**config.mk**
```make
export PLATFORM = sky130hd
export DESIGN_NAME = sha256_byte_stream_hasher_core
export DESIGN_NICKNAME = d
export VERILOG_FILES = /design/src/hdl/sha256_pkg.sv /design/src/hdl/sha256_round.sv /design/src/hdl/sha256_byte_stream_hasher_core.sv
export SDC_FILE = /design/constraint.sdc
export NUM_CORES = 2
export LEC_CHECK = 0
export BUFFER_PORTS_ARGS = -buffer_cell sky130_fd_sc_hd__buf_2
export CELL_PAD_IN_SITES_DETAIL_PLACEMENT = 1
export CELL_PAD_IN_SITES_GLOBAL_PLACEMENT = 2
export CORE_MARGIN = 2
export CORE_UTILIZATION = 40
export DETAILED_ROUTE_END_ITERATION = 10
export PLACE_DENSITY = 0.78
export SLEW_MARGIN = 0
export SYNTH_ARGS = -nofsm -noshare
export SYNTH_HDL_FRONTEND = slang
export SYNTH_SLANG_ARGS = --single-unit
```
**constraint.sdc**
```tcl
create_clock -name clk -period 13.4 [get_ports clk]
set_input_delay 2.68 -clock clk [delete_from_list [all_inputs] [get_ports clk]]
set_output_delay 2.68 -clock clk [all_outputs]
set_load 0.02 [all_outputs]
```
**src/hdl/sha256_pkg.sv**
```systemverilog
// Shared types, constants and schedule functions for the SHA-256 byte-stream hasher.
// No dependencies; used by sha256_round and the top level.
package sha256_pkg;

  localparam int unsigned WordW = 32;

  typedef logic [WordW-1:0] word_t;

  // Initial hash value for digest word i.
  function automatic word_t init_hash(input logic [2:0] i);
    word_t r;
    case (i)
      3'd0: r = 32'h6A09E667;
      3'd1: r = 32'hBB67AE85;
      3'd2: r = 32'h3C6EF372;
      3'd3: r = 32'hA54FF53A;
      3'd4: r = 32'h510E527F;
      3'd5: r = 32'h9B05688C;
      3'd6: r = 32'h1F83D9AB;
      default: r = 32'h5BE0CD19;
    endcase
    return r;
  endfunction

  // Round constant for round t.
  function automatic word_t round_k(input logic [5:0] t);
    word_t r;
    case (t)
      6'd0: r = 32'h428a2f98; 6'd1: r = 32'h71374491; 6'd2: r = 32'hb5c0fbcf;
      6'd3: r = 32'he9b5dba5; 6'd4: r = 32'h3956c25b; 6'd5: r = 32'h59f111f1;
      6'd6: r = 32'h923f82a4; 6'd7: r = 32'hab1c5ed5; 6'd8: r = 32'hd807aa98;
      6'd9: r = 32'h12835b01; 6'd10: r = 32'h243185be; 6'd11: r = 32'h550c7dc3;
      6'd12: r = 32'h72be5d74; 6'd13: r = 32'h80deb1fe; 6'd14: r = 32'h9bdc06a7;
      6'd15: r = 32'hc19bf174; 6'd16: r = 32'he49b69c1; 6'd17: r = 32'hefbe4786;
      6'd18: r = 32'h0fc19dc6; 6'd19: r = 32'h240ca1cc; 6'd20: r = 32'h2de92c6f;
      6'd21: r = 32'h4a7484aa; 6'd22: r = 32'h5cb0a9dc; 6'd23: r = 32'h76f988da;
      6'd24: r = 32'h983e5152; 6'd25: r = 32'ha831c66d; 6'd26: r = 32'hb00327c8;
      6'd27: r = 32'hbf597fc7; 6'd28: r = 32'hc6e00bf3; 6'd29: r = 32'hd5a79147;
      6'd30: r = 32'h06ca6351; 6'd31: r = 32'h14292967; 6'd32: r = 32'h27b70a85;
      6'd33: r = 32'h2e1b2138; 6'd34: r = 32'h4d2c6dfc; 6'd35: r = 32'h53380d13;
      6'd36: r = 32'h650a7354; 6'd37: r = 32'h766a0abb; 6'd38: r = 32'h81c2c92e;
      6'd39: r = 32'h92722c85; 6'd40: r = 32'ha2bfe8a1; 6'd41: r = 32'ha81a664b;
      6'd42: r = 32'hc24b8b70; 6'd43: r = 32'hc76c51a3; 6'd44: r = 32'hd192e819;
      6'd45: r = 32'hd6990624; 6'd46: r = 32'hf40e3585; 6'd47: r = 32'h106aa070;
      6'd48: r = 32'h19a4c116; 6'd49: r = 32'h1e376c08; 6'd50: r = 32'h2748774c;
      6'd51: r = 32'h34b0bcb5; 6'd52: r = 32'h391c0cb3; 6'd53: r = 32'h4ed8aa4a;
      6'd54: r = 32'h5b9cca4f; 6'd55: r = 32'h682e6ff3; 6'd56: r = 32'h748f82ee;
      6'd57: r = 32'h78a5636f; 6'd58: r = 32'h84c87814; 6'd59: r = 32'h8cc70208;
      6'd60: r = 32'h90befffa; 6'd61: r = 32'ha4506ceb; 6'd62: r = 32'hbef9a3f7;
      default: r = 32'hc67178f2;
    endcase
    return r;
  endfunction

  function automatic word_t rotr(input word_t x, input int unsigned n);
    return (x >> n) | (x << (WordW - n));
  endfunction

  function automatic word_t sig0(input word_t x);
    return rotr(x, 7) ^ rotr(x, 18) ^ (x >> 3);
  endfunction

  function automatic word_t sig1(input word_t x);
    return rotr(x, 17) ^ rotr(x, 19) ^ (x >> 10);
  endfunction

  // Working variables a..h as one bundle.
  typedef struct packed {
    word_t a, b, c, d, e, f, g, h;
  } vars_t;

endpackage

```
**src/hdl/sha256_round.sv**
```systemverilog
// One SHA-256 compression round on the working variables.
// Depends on sha256_pkg for the word types and rotate helper.
module sha256_round (
  input  sha256_pkg::vars_t v,
  input  sha256_pkg::word_t k,
  input  sha256_pkg::word_t w,
  output sha256_pkg::vars_t v_next
);

  sha256_pkg::word_t t1;
  sha256_pkg::word_t t2;

  // Two temporaries, then shift the variables down by one.
  always_comb begin
    t1 = v.h + (sha256_pkg::rotr(v.e, 6) ^ sha256_pkg::rotr(v.e, 11) ^
         sha256_pkg::rotr(v.e, 25)) + ((v.e & v.f) ^ (~v.e & v.g)) + k + w;
    t2 = (sha256_pkg::rotr(v.a, 2) ^ sha256_pkg::rotr(v.a, 13) ^
         sha256_pkg::rotr(v.a, 22)) + ((v.a & v.b) ^ (v.a & v.c) ^ (v.b & v.c));
    v_next.h = v.g;
    v_next.g = v.f;
    v_next.f = v.e;
    v_next.e = v.d + t1;
    v_next.d = v.c;
    v_next.c = v.b;
    v_next.b = v.a;
    v_next.a = t1 + t2;
  end

endmodule

```
**src/hdl/sha256_byte_stream_hasher_core.sv**
```systemverilog
// Top level of the SHA-256 byte-stream hasher: byte packing, padding, schedule memory,
// hash memory and digest output. Depends on sha256_pkg and sha256_round.
//
//  channel | signals                                   | direction
//  in      | in_valid, in_stall, data_byte, has_byte, last | word in
//  out     | out_valid, out_stall, digest_word, word_index, final_word | word out
//
// A byte is written into the block in the cycle it is accepted. For a full block the hash
// memory is loaded into the working variables (a read step and a load step per word), the
// rounds run (each with four schedule memory reads of w[t-2], w[t-7], w[t-15] and w[t],
// then the round) and the working variables are added back; the single schedule memory
// read port sets this sequence. Padding writes one byte per cycle. Each digest word is
// read in S_HRD, then shown in S_OUT until taken. Reset is synchronous and returns to
// the initial hash. Input stall is high whenever the block is not waiting for a byte;
// the digest waits in the output register while out_stall is high.
module sha256_byte_stream_hasher_core (
  input  logic        clk,
  input  logic        rst,
  input  logic        in_valid,
  output logic        in_stall,
  input  logic [7:0]  data_byte,
  input  logic        has_byte,
  input  logic        last,
  output logic        out_valid,
  input  logic        out_stall,
  output logic [31:0] digest_word,
  output logic [2:0]  word_index,
  output logic        final_word
);

  typedef enum logic [3:0] {
    S_IDLE, S_LOAD, S_LOADW, S_RD1, S_RD2, S_RD3, S_RD4, S_ROUND, S_ADD, S_ADDW,
    S_PAD, S_HRD, S_OUT
  } state_t;

  state_t state;
  // Schedule memory: block words, then the rolling message schedule.
  sha256_pkg::word_t wmem [16];
  // Hash memory: running hash H0..H7, with a valid bit per entry for the reset value.
  sha256_pkg::word_t hmem [8];
  logic [7:0] hvalid;

  logic [5:0]  fill;
  logic [60:0] msg_bytes;
  logic        finishing;
  logic [3:0]  pad_cnt;  // bytes of length field written, counts 0..8
  logic        pad_first;
  // Set when the 0x80 byte landed too late for the length; the rest of this block is zero.
  logic        pad_spill;
  logic [5:0]  rnd;
  logic [2:0]  hidx;
  sha256_pkg::vars_t v;
  sha256_pkg::vars_t v_next;
  sha256_pkg::word_t w_cur, w2, w7, w15, w16;
  sha256_pkg::word_t rdata;
  sha256_pkg::word_t hdata;
  logic        hval_q;
  logic [31:0] word_buf;

  // Byte writer: up to one byte per cycle, from the input while idle or from padding.
  logic       bwr;
  logic [7:0] bdat;
  logic [63:0] bits;

  assign bits = {msg_bytes, 3'b000};
  assign in_stall = (state != S_IDLE);

  always_comb begin
    bwr = 1'b0;
    bdat = 8'h00;
    if (state == S_IDLE && in_valid && has_byte) begin
      bwr = 1'b1;
      bdat = data_byte;
    end else if (state == S_PAD) begin
      bwr = 1'b1;
      if (pad_first) begin
        bdat = 8'h80;
      end else if (fill >= 6'd56 && !pad_spill) begin
        bdat = bits[{~fill[2:0], 3'b111} -: 8];
      end else begin
        bdat = 8'h00;
      end
    end
  end

  // Partial word under construction; written to memory when its fourth byte lands.
  logic [31:0] word_new;
  always_comb begin
    word_new = word_buf;
    case (fill[1:0])
      2'd0: word_new = {bdat, 24'h0};
      2'd1: word_new[23:16] = bdat;
      2'd2: word_new[15:8] = bdat;
      default: word_new[7:0] = bdat;
    endcase
  end

  sha256_round u_round (.v(v), .k(sha256_pkg::round_k(rnd)), .w(w_cur), .v_next(v_next));

  // Schedule word: the block word for rounds 0..15, else computed from the four words read.
  assign w_cur = (rnd < 6'd16) ? w16 :
                 sha256_pkg::sig1(w2) + w7 + sha256_pkg::sig0(w15) + w16;

  logic [3:0] wr_addr;
  always_comb begin
    case (state)
      S_RD1:   wr_addr = rnd[3:0] - 4'd2;
      S_RD2:   wr_addr = rnd[3:0] - 4'd7;
      S_RD3:   wr_addr = rnd[3:0] - 4'd15;
      default: wr_addr = rnd[3:0];
    endcase
  end

  // Control, datapath and memory updates.
  always_ff @(posedge clk) begin
    rdata <= wmem[wr_addr];
    hdata <= hmem[hidx];
    hval_q <= hvalid[hidx];
    if (bwr) begin
      word_buf <= word_new;
      if (fill[1:0] == 2'd3) begin
        wmem[fill[5:2]] <= word_new;
      end
    end
    if (state == S_ROUND && rnd >= 6'd16) begin
      wmem[rnd[3:0]] <= w_cur;
    end
    if (state == S_ADDW) begin
      hmem[hidx] <= (hval_q ? hdata : sha256_pkg::init_hash(hidx)) + v[255:224];
    end
    if (rst) begin
      state <= S_IDLE;
      fill <= '0;
      msg_bytes <= '0;
      finishing <= 1'b0;
      hvalid <= '0;
      out_valid <= 1'b0;
      pad_cnt <= '0;
      pad_first <= 1'b0;
      pad_spill <= 1'b0;
      rnd <= '0;
      hidx <= '0;
    end else begin
      if (bwr) begin
        fill <= fill + 6'd1;
        if (state == S_PAD) begin
          pad_first <= 1'b0;
          if (fill == 6'd63) begin
            pad_spill <= 1'b0;
          end else if (pad_first && fill >= 6'd56) begin
            pad_spill <= 1'b1;
          end
          if (!pad_first && !pad_spill && fill >= 6'd56) begin
            pad_cnt <= pad_cnt + 4'd1;
          end
        end
      end
      case (state)
        S_IDLE: begin
          if (in_valid) begin
            if (has_byte) begin
              msg_bytes <= msg_bytes + 61'd1;
            end
            finishing <= last;
            pad_first <= last;
            pad_cnt <= '0;
            if (has_byte && fill == 6'd63) begin
              hidx <= '0;
              state <= S_LOAD;
            end else if (last) begin
              state <= S_PAD;
            end
          end
        end
        S_PAD: begin
          if (fill == 6'd63) begin
            hidx <= '0;
            state <= S_LOAD;
          end
        end
        // Read H[hidx] into the working variables, shifting each in at h so that H0 ends in a.
        S_LOAD: state <= S_LOADW;
        S_LOADW: begin
          v <= {v[223:0], hval_q ? hdata : sha256_pkg::init_hash(hidx)};
          hidx <= hidx + 3'd1;
          if (hidx == 3'd7) begin
            rnd <= '0;
            state <= S_RD1;
          end else begin
            state <= S_LOAD;
          end
        end
        // Read schedule words w[t-2], w[t-7], w[t-15], then w[t].
        S_RD1: state <= S_RD2;
        S_RD2: begin
          w2 <= rdata;
          state <= S_RD3;
        end
        S_RD3: begin
          w7 <= rdata;
          state <= S_RD4;
        end
        S_RD4: state <= S_ROUND;
        S_ROUND: begin
          v <= v_next;
          rnd <= rnd + 6'd1;
          if (rnd == 6'd63) begin
            hidx <= '0;
            state <= S_ADD;
          end else begin
            state <= S_RD1;
          end
        end
        // Add working variables back into the hash, a first.
        S_ADD: state <= S_ADDW;
        S_ADDW: begin
          hvalid[hidx] <= 1'b1;
          v <= {v[223:0], v[255:224]};
          hidx <= hidx + 3'd1;
          if (hidx == 3'd7) begin
            if (finishing && pad_cnt == 4'd8) begin
              state <= S_HRD;
            end else if (finishing) begin
              state <= S_PAD;
            end else begin
              state <= S_IDLE;
            end
          end else begin
            state <= S_ADD;
          end
        end
        // Digest output: read each hash word and hold it until taken.
        S_HRD: begin
          if (!out_valid) begin
            out_valid <= 1'b1;
            state <= S_OUT;
          end
        end
        S_OUT: begin
          if (!out_stall) begin
            out_valid <= 1'b0;
            hidx <= hidx + 3'd1;
            if (hidx == 3'd7) begin
              hvalid <= '0;
              msg_bytes <= '0;
              fill <= '0;
              finishing <= 1'b0;
              state <= S_IDLE;
            end else begin
              state <= S_HRD;
            end
          end
        end
        default: state <= S_IDLE;
      endcase
    end
  end

  // The w15 word is captured in the cycle before the round; w16 is the read data in
  // the round cycle itself.
  always_ff @(posedge clk) begin
    if (state == S_RD4) begin
      w15 <= rdata;
    end
  end
  always_comb begin
    w16 = rdata;
  end

  assign digest_word = hval_q ? hdata : sha256_pkg::init_hash(hidx);
  assign word_index  = hidx;
  assign final_word  = (hidx == 3'd7);

  // Input is never taken while a block is being compressed.
  assert property (@(posedge clk) disable iff (rst)
    (state == S_ROUND) |-> in_stall)
    else $error("input taken during compression");

  // Round counter only advances in the round state.
  assert property (@(posedge clk) disable iff (rst)
    (state != S_ROUND && state != S_IDLE && state != S_OUT) |=> $stable(rnd) || rnd == 6'd0)
    else $error("round counter moved outside rounds");

  // A result is only shown while the digest is being sent.
  assert property (@(posedge clk) disable iff (rst)
    out_valid |-> (state == S_OUT))
    else $error("result outside output phase");

endmodule

```
==> run summary <==
Fmax: 0.09049 GHz
Core area: 0.1734 sq mm
Grt ovf: 0
Synth Area in Simple Gates: 0.08959
CP Launch Type: flip-flop
Commonest cells post-synth: edfxtp_1 (1152), nand2_1 (724), inv_1 (342), nor2_1 (331)
Vias in the first global route: 49.18k
Post-cts repair resize count: 0
Die area: 0.1776 sq mm
Largest family of logic cells by synthesized area: compound AO/OA/AOI/OAI gates
Final HPWL DP: 159400 microns
Crit-path most repeated cell: fa_1
Mean number of vias per cell: 5.806
Routed vias: 47.45k
Clk pin slew, worst setup/hold paths: 0.06 ns
Fraction of synthesized cell area in xor and xnor cells: 0.05679
Post-synth top area share: 0.4963
Hold Crit Class: flip-flop to flip-flop
Inserted Diodes: 0
GRT Total Usage: 0.2576
Critical path class: flip-flop to flip-flop
Adder-Cell Fraction of Synth Area: 0.08986
DR iter-0 viols: 4250
Initial Utilization: 0.4019
Unique cell type count in the Yosys netlist: 85
Hold-fix buffers at CTS: 0
Largest net degree at the start of global routing: 175
Worst slew margin: 0.08600
Wire per inst: 28.12 microns
Top-count cell post-synth: edfxtp_1
Post-route insts no fill: 8172
Net count of the finished layout: 6113
EDFF count, synth: 1152
Final RePlAce weighted congestion: 0.8981
Clock tree sinks: 1345
Slew Limit Fails: 0
Synthesized flop and latch total: 1345
Top FF cell, synth: edfxtp_1
WP data arrival: 11.59 ns
# setup viols final: 0
TritonCTS clock tree: done
Post-Syn Instances: 5703
Crit path max-delay family: compound AO/OA/AOI/OAI gates
Post-route antenna net violation count: 0
Row Count: 153
Critical-path maximum fanout: 5
Drt total wl: 229800 microns
Crit path buf inv count: 2
Seq/Total Area, Yosys: 0.5517
Num CTS Buffers: 149
Filler cell count: 18.04k
Post-CTS Setup Inserts: 0
RSZ-0062 raised after global routing: no
FFs w/ async S/R, synth: 0
DRC: 0
Share of cells above drive strength 1: 0.1154
PortBufs: 51
Layout area overhead: 11.73%
Syn Nets: 6092
Final hold vios: 0
Post-synthesis mux area share: 0.06975
Ys Warns: 0
Number of top-level pins: 52
Clk_skew: 0.06321 ns
Synth area leader: edfxtp_1
Setup TNS: 0 ns
Mapped cell area: 0.06971 sq mm
Root Buffer: clkbuf_16
Die width: 421.5 microns
Outcome: finished, final reports clean
Latest clock arrival within the worst-skew pair: 0.82 ns
CP Capture Type: flip-flop
CP Data Required Time: 13.94 ns
Worst path slowest cell: a2111oi_1
Die Y: 421.5 microns
Area after DPL: 0.07301 sq mm
Syn avg cell area: 12.22 sq um
Final instance area: 0.07788 sq mm
Wire length of the first global-routing pass: 340400 microns
CTS max path bufs: 3
Final Critical Period: 11.05 ns
Initial antenna violation count: 7
Max_cap viols: 0
H-Tree Level Count: 4
Worst slew pin tran: 1.371 ns
Placed instance count: 7898
Compound-Gate Fraction of Synth Area: 0.1062
Worst path max stage delay: 0.88 ns
Ranking of synthesized cells by area: edfxtp_1 (50%), mux4_2 (5.6%), dfxtp_1 (5.5%)
Pre-antenna DRT Iters: 5
Final worst path period share: 0.8247
==> registers in the layout (all words and copies together), names as in the netlist, 3 cells and up <==
register and cells:
wmem 512, state 4, u_round.k 32, w15 32, msg_bytes 61, hmem 256, v 256, word_buf 32
fill 6, hdata 32, hvalid 8, w7 32, w2 32, rdata 32, pad_cnt 4, rnd 6
word_index 3
==> final timing paths <==
path,cells after the start,startpoint,slack (ns),end
max reg2reg,38,w2[20],2.35,v[255]
min reg2reg,2,hvalid[7],0.47,hvalid[7]
min,2,hvalid[7],0.47,hvalid[7]
max,38,w2[20],2.35,v[255]
==> cell usage in the layout (no fill, tap or decap), drive strengths merged, types with 28 or more instances in the layout <==
master     n
a31oi     33
and3      30
nand2    724
nand3     91
mux2i     65
ha       187
mux2      28
fa       188
clkbuf   191
dfxtp    193
edfxtp  1152
o211ai    32
xor2     173
a22o      31
nand4     51
clkinv    63
mux4     173
nor3      70
a211oi    43
o21a      32
nor2     331
inv      364
a21oi    243
buf      184
nand2b    35
a21o      80
o21ai    290
a22oi    146
xnor2    279
==> worst reg2reg max path, delay by kind of cell (launching register included) <==
kind,cells,cell delay [ns]
AO/OA/AOI/OAI,16,4.41
XOR/XNOR,5,0.96
adder cells (fa/ha/maj),9,3.79
buffers and inverters,2,0.08
flip-flops,1,0.46
multiplexers,1,0.27
AND/OR/NAND/NOR,5,0.81
==> final cells by class <==
class / count / area, sq um / share of cell area
sequential: 1345 / 38460 / 0.4938
multi-input combinational: 3687 / 29020 / 0.3726
clock buffer: 191 / 3988 / 0.05120
tap: 2325 / 2909 / 0.03735
inverter: 357 / 1340 / 0.01721
timing repair buffer: 184 / 1291 / 0.01658
clock inverter: 83 / 878.3 / 0.01128
==> metrics by stage <==
stage	hold slack, ns	worst slack, ns	util
final	0.4699	2.349	0.4490
after global routing	0.4990	1.755	0.4490
after CTS	0.4745	2.427	0.4490
after detailed placement	0.4615	2.458	0.4210
after global placement	0.4473	2.611	0.4210
after floorplan	0.4372	3.689	-
==> cells by family after synthesis <==
family,count (synthesis)
xor+xnor,452
mux,266
fa+ha+maj,391
buf+inv,671
simple gates,1442
compound gates,1136
flops,1345
==> per-layer routing <==
layer | vias up | part of all wire | global-route usage
met5 | - | 0.00016 | 0
met4 | 6 | 0.037 | 0.09122
met3 | 390 | 0.054 | 0.03413
met2 | 1588 | 0.49 | 0.4353
met1 | 24690 | 0.42 | 0.3402
li1 | 20770 | - | -
Power is not shown: default switching activity piles up to over one toggle a cycle in this logic, so the estimate is an artifact.
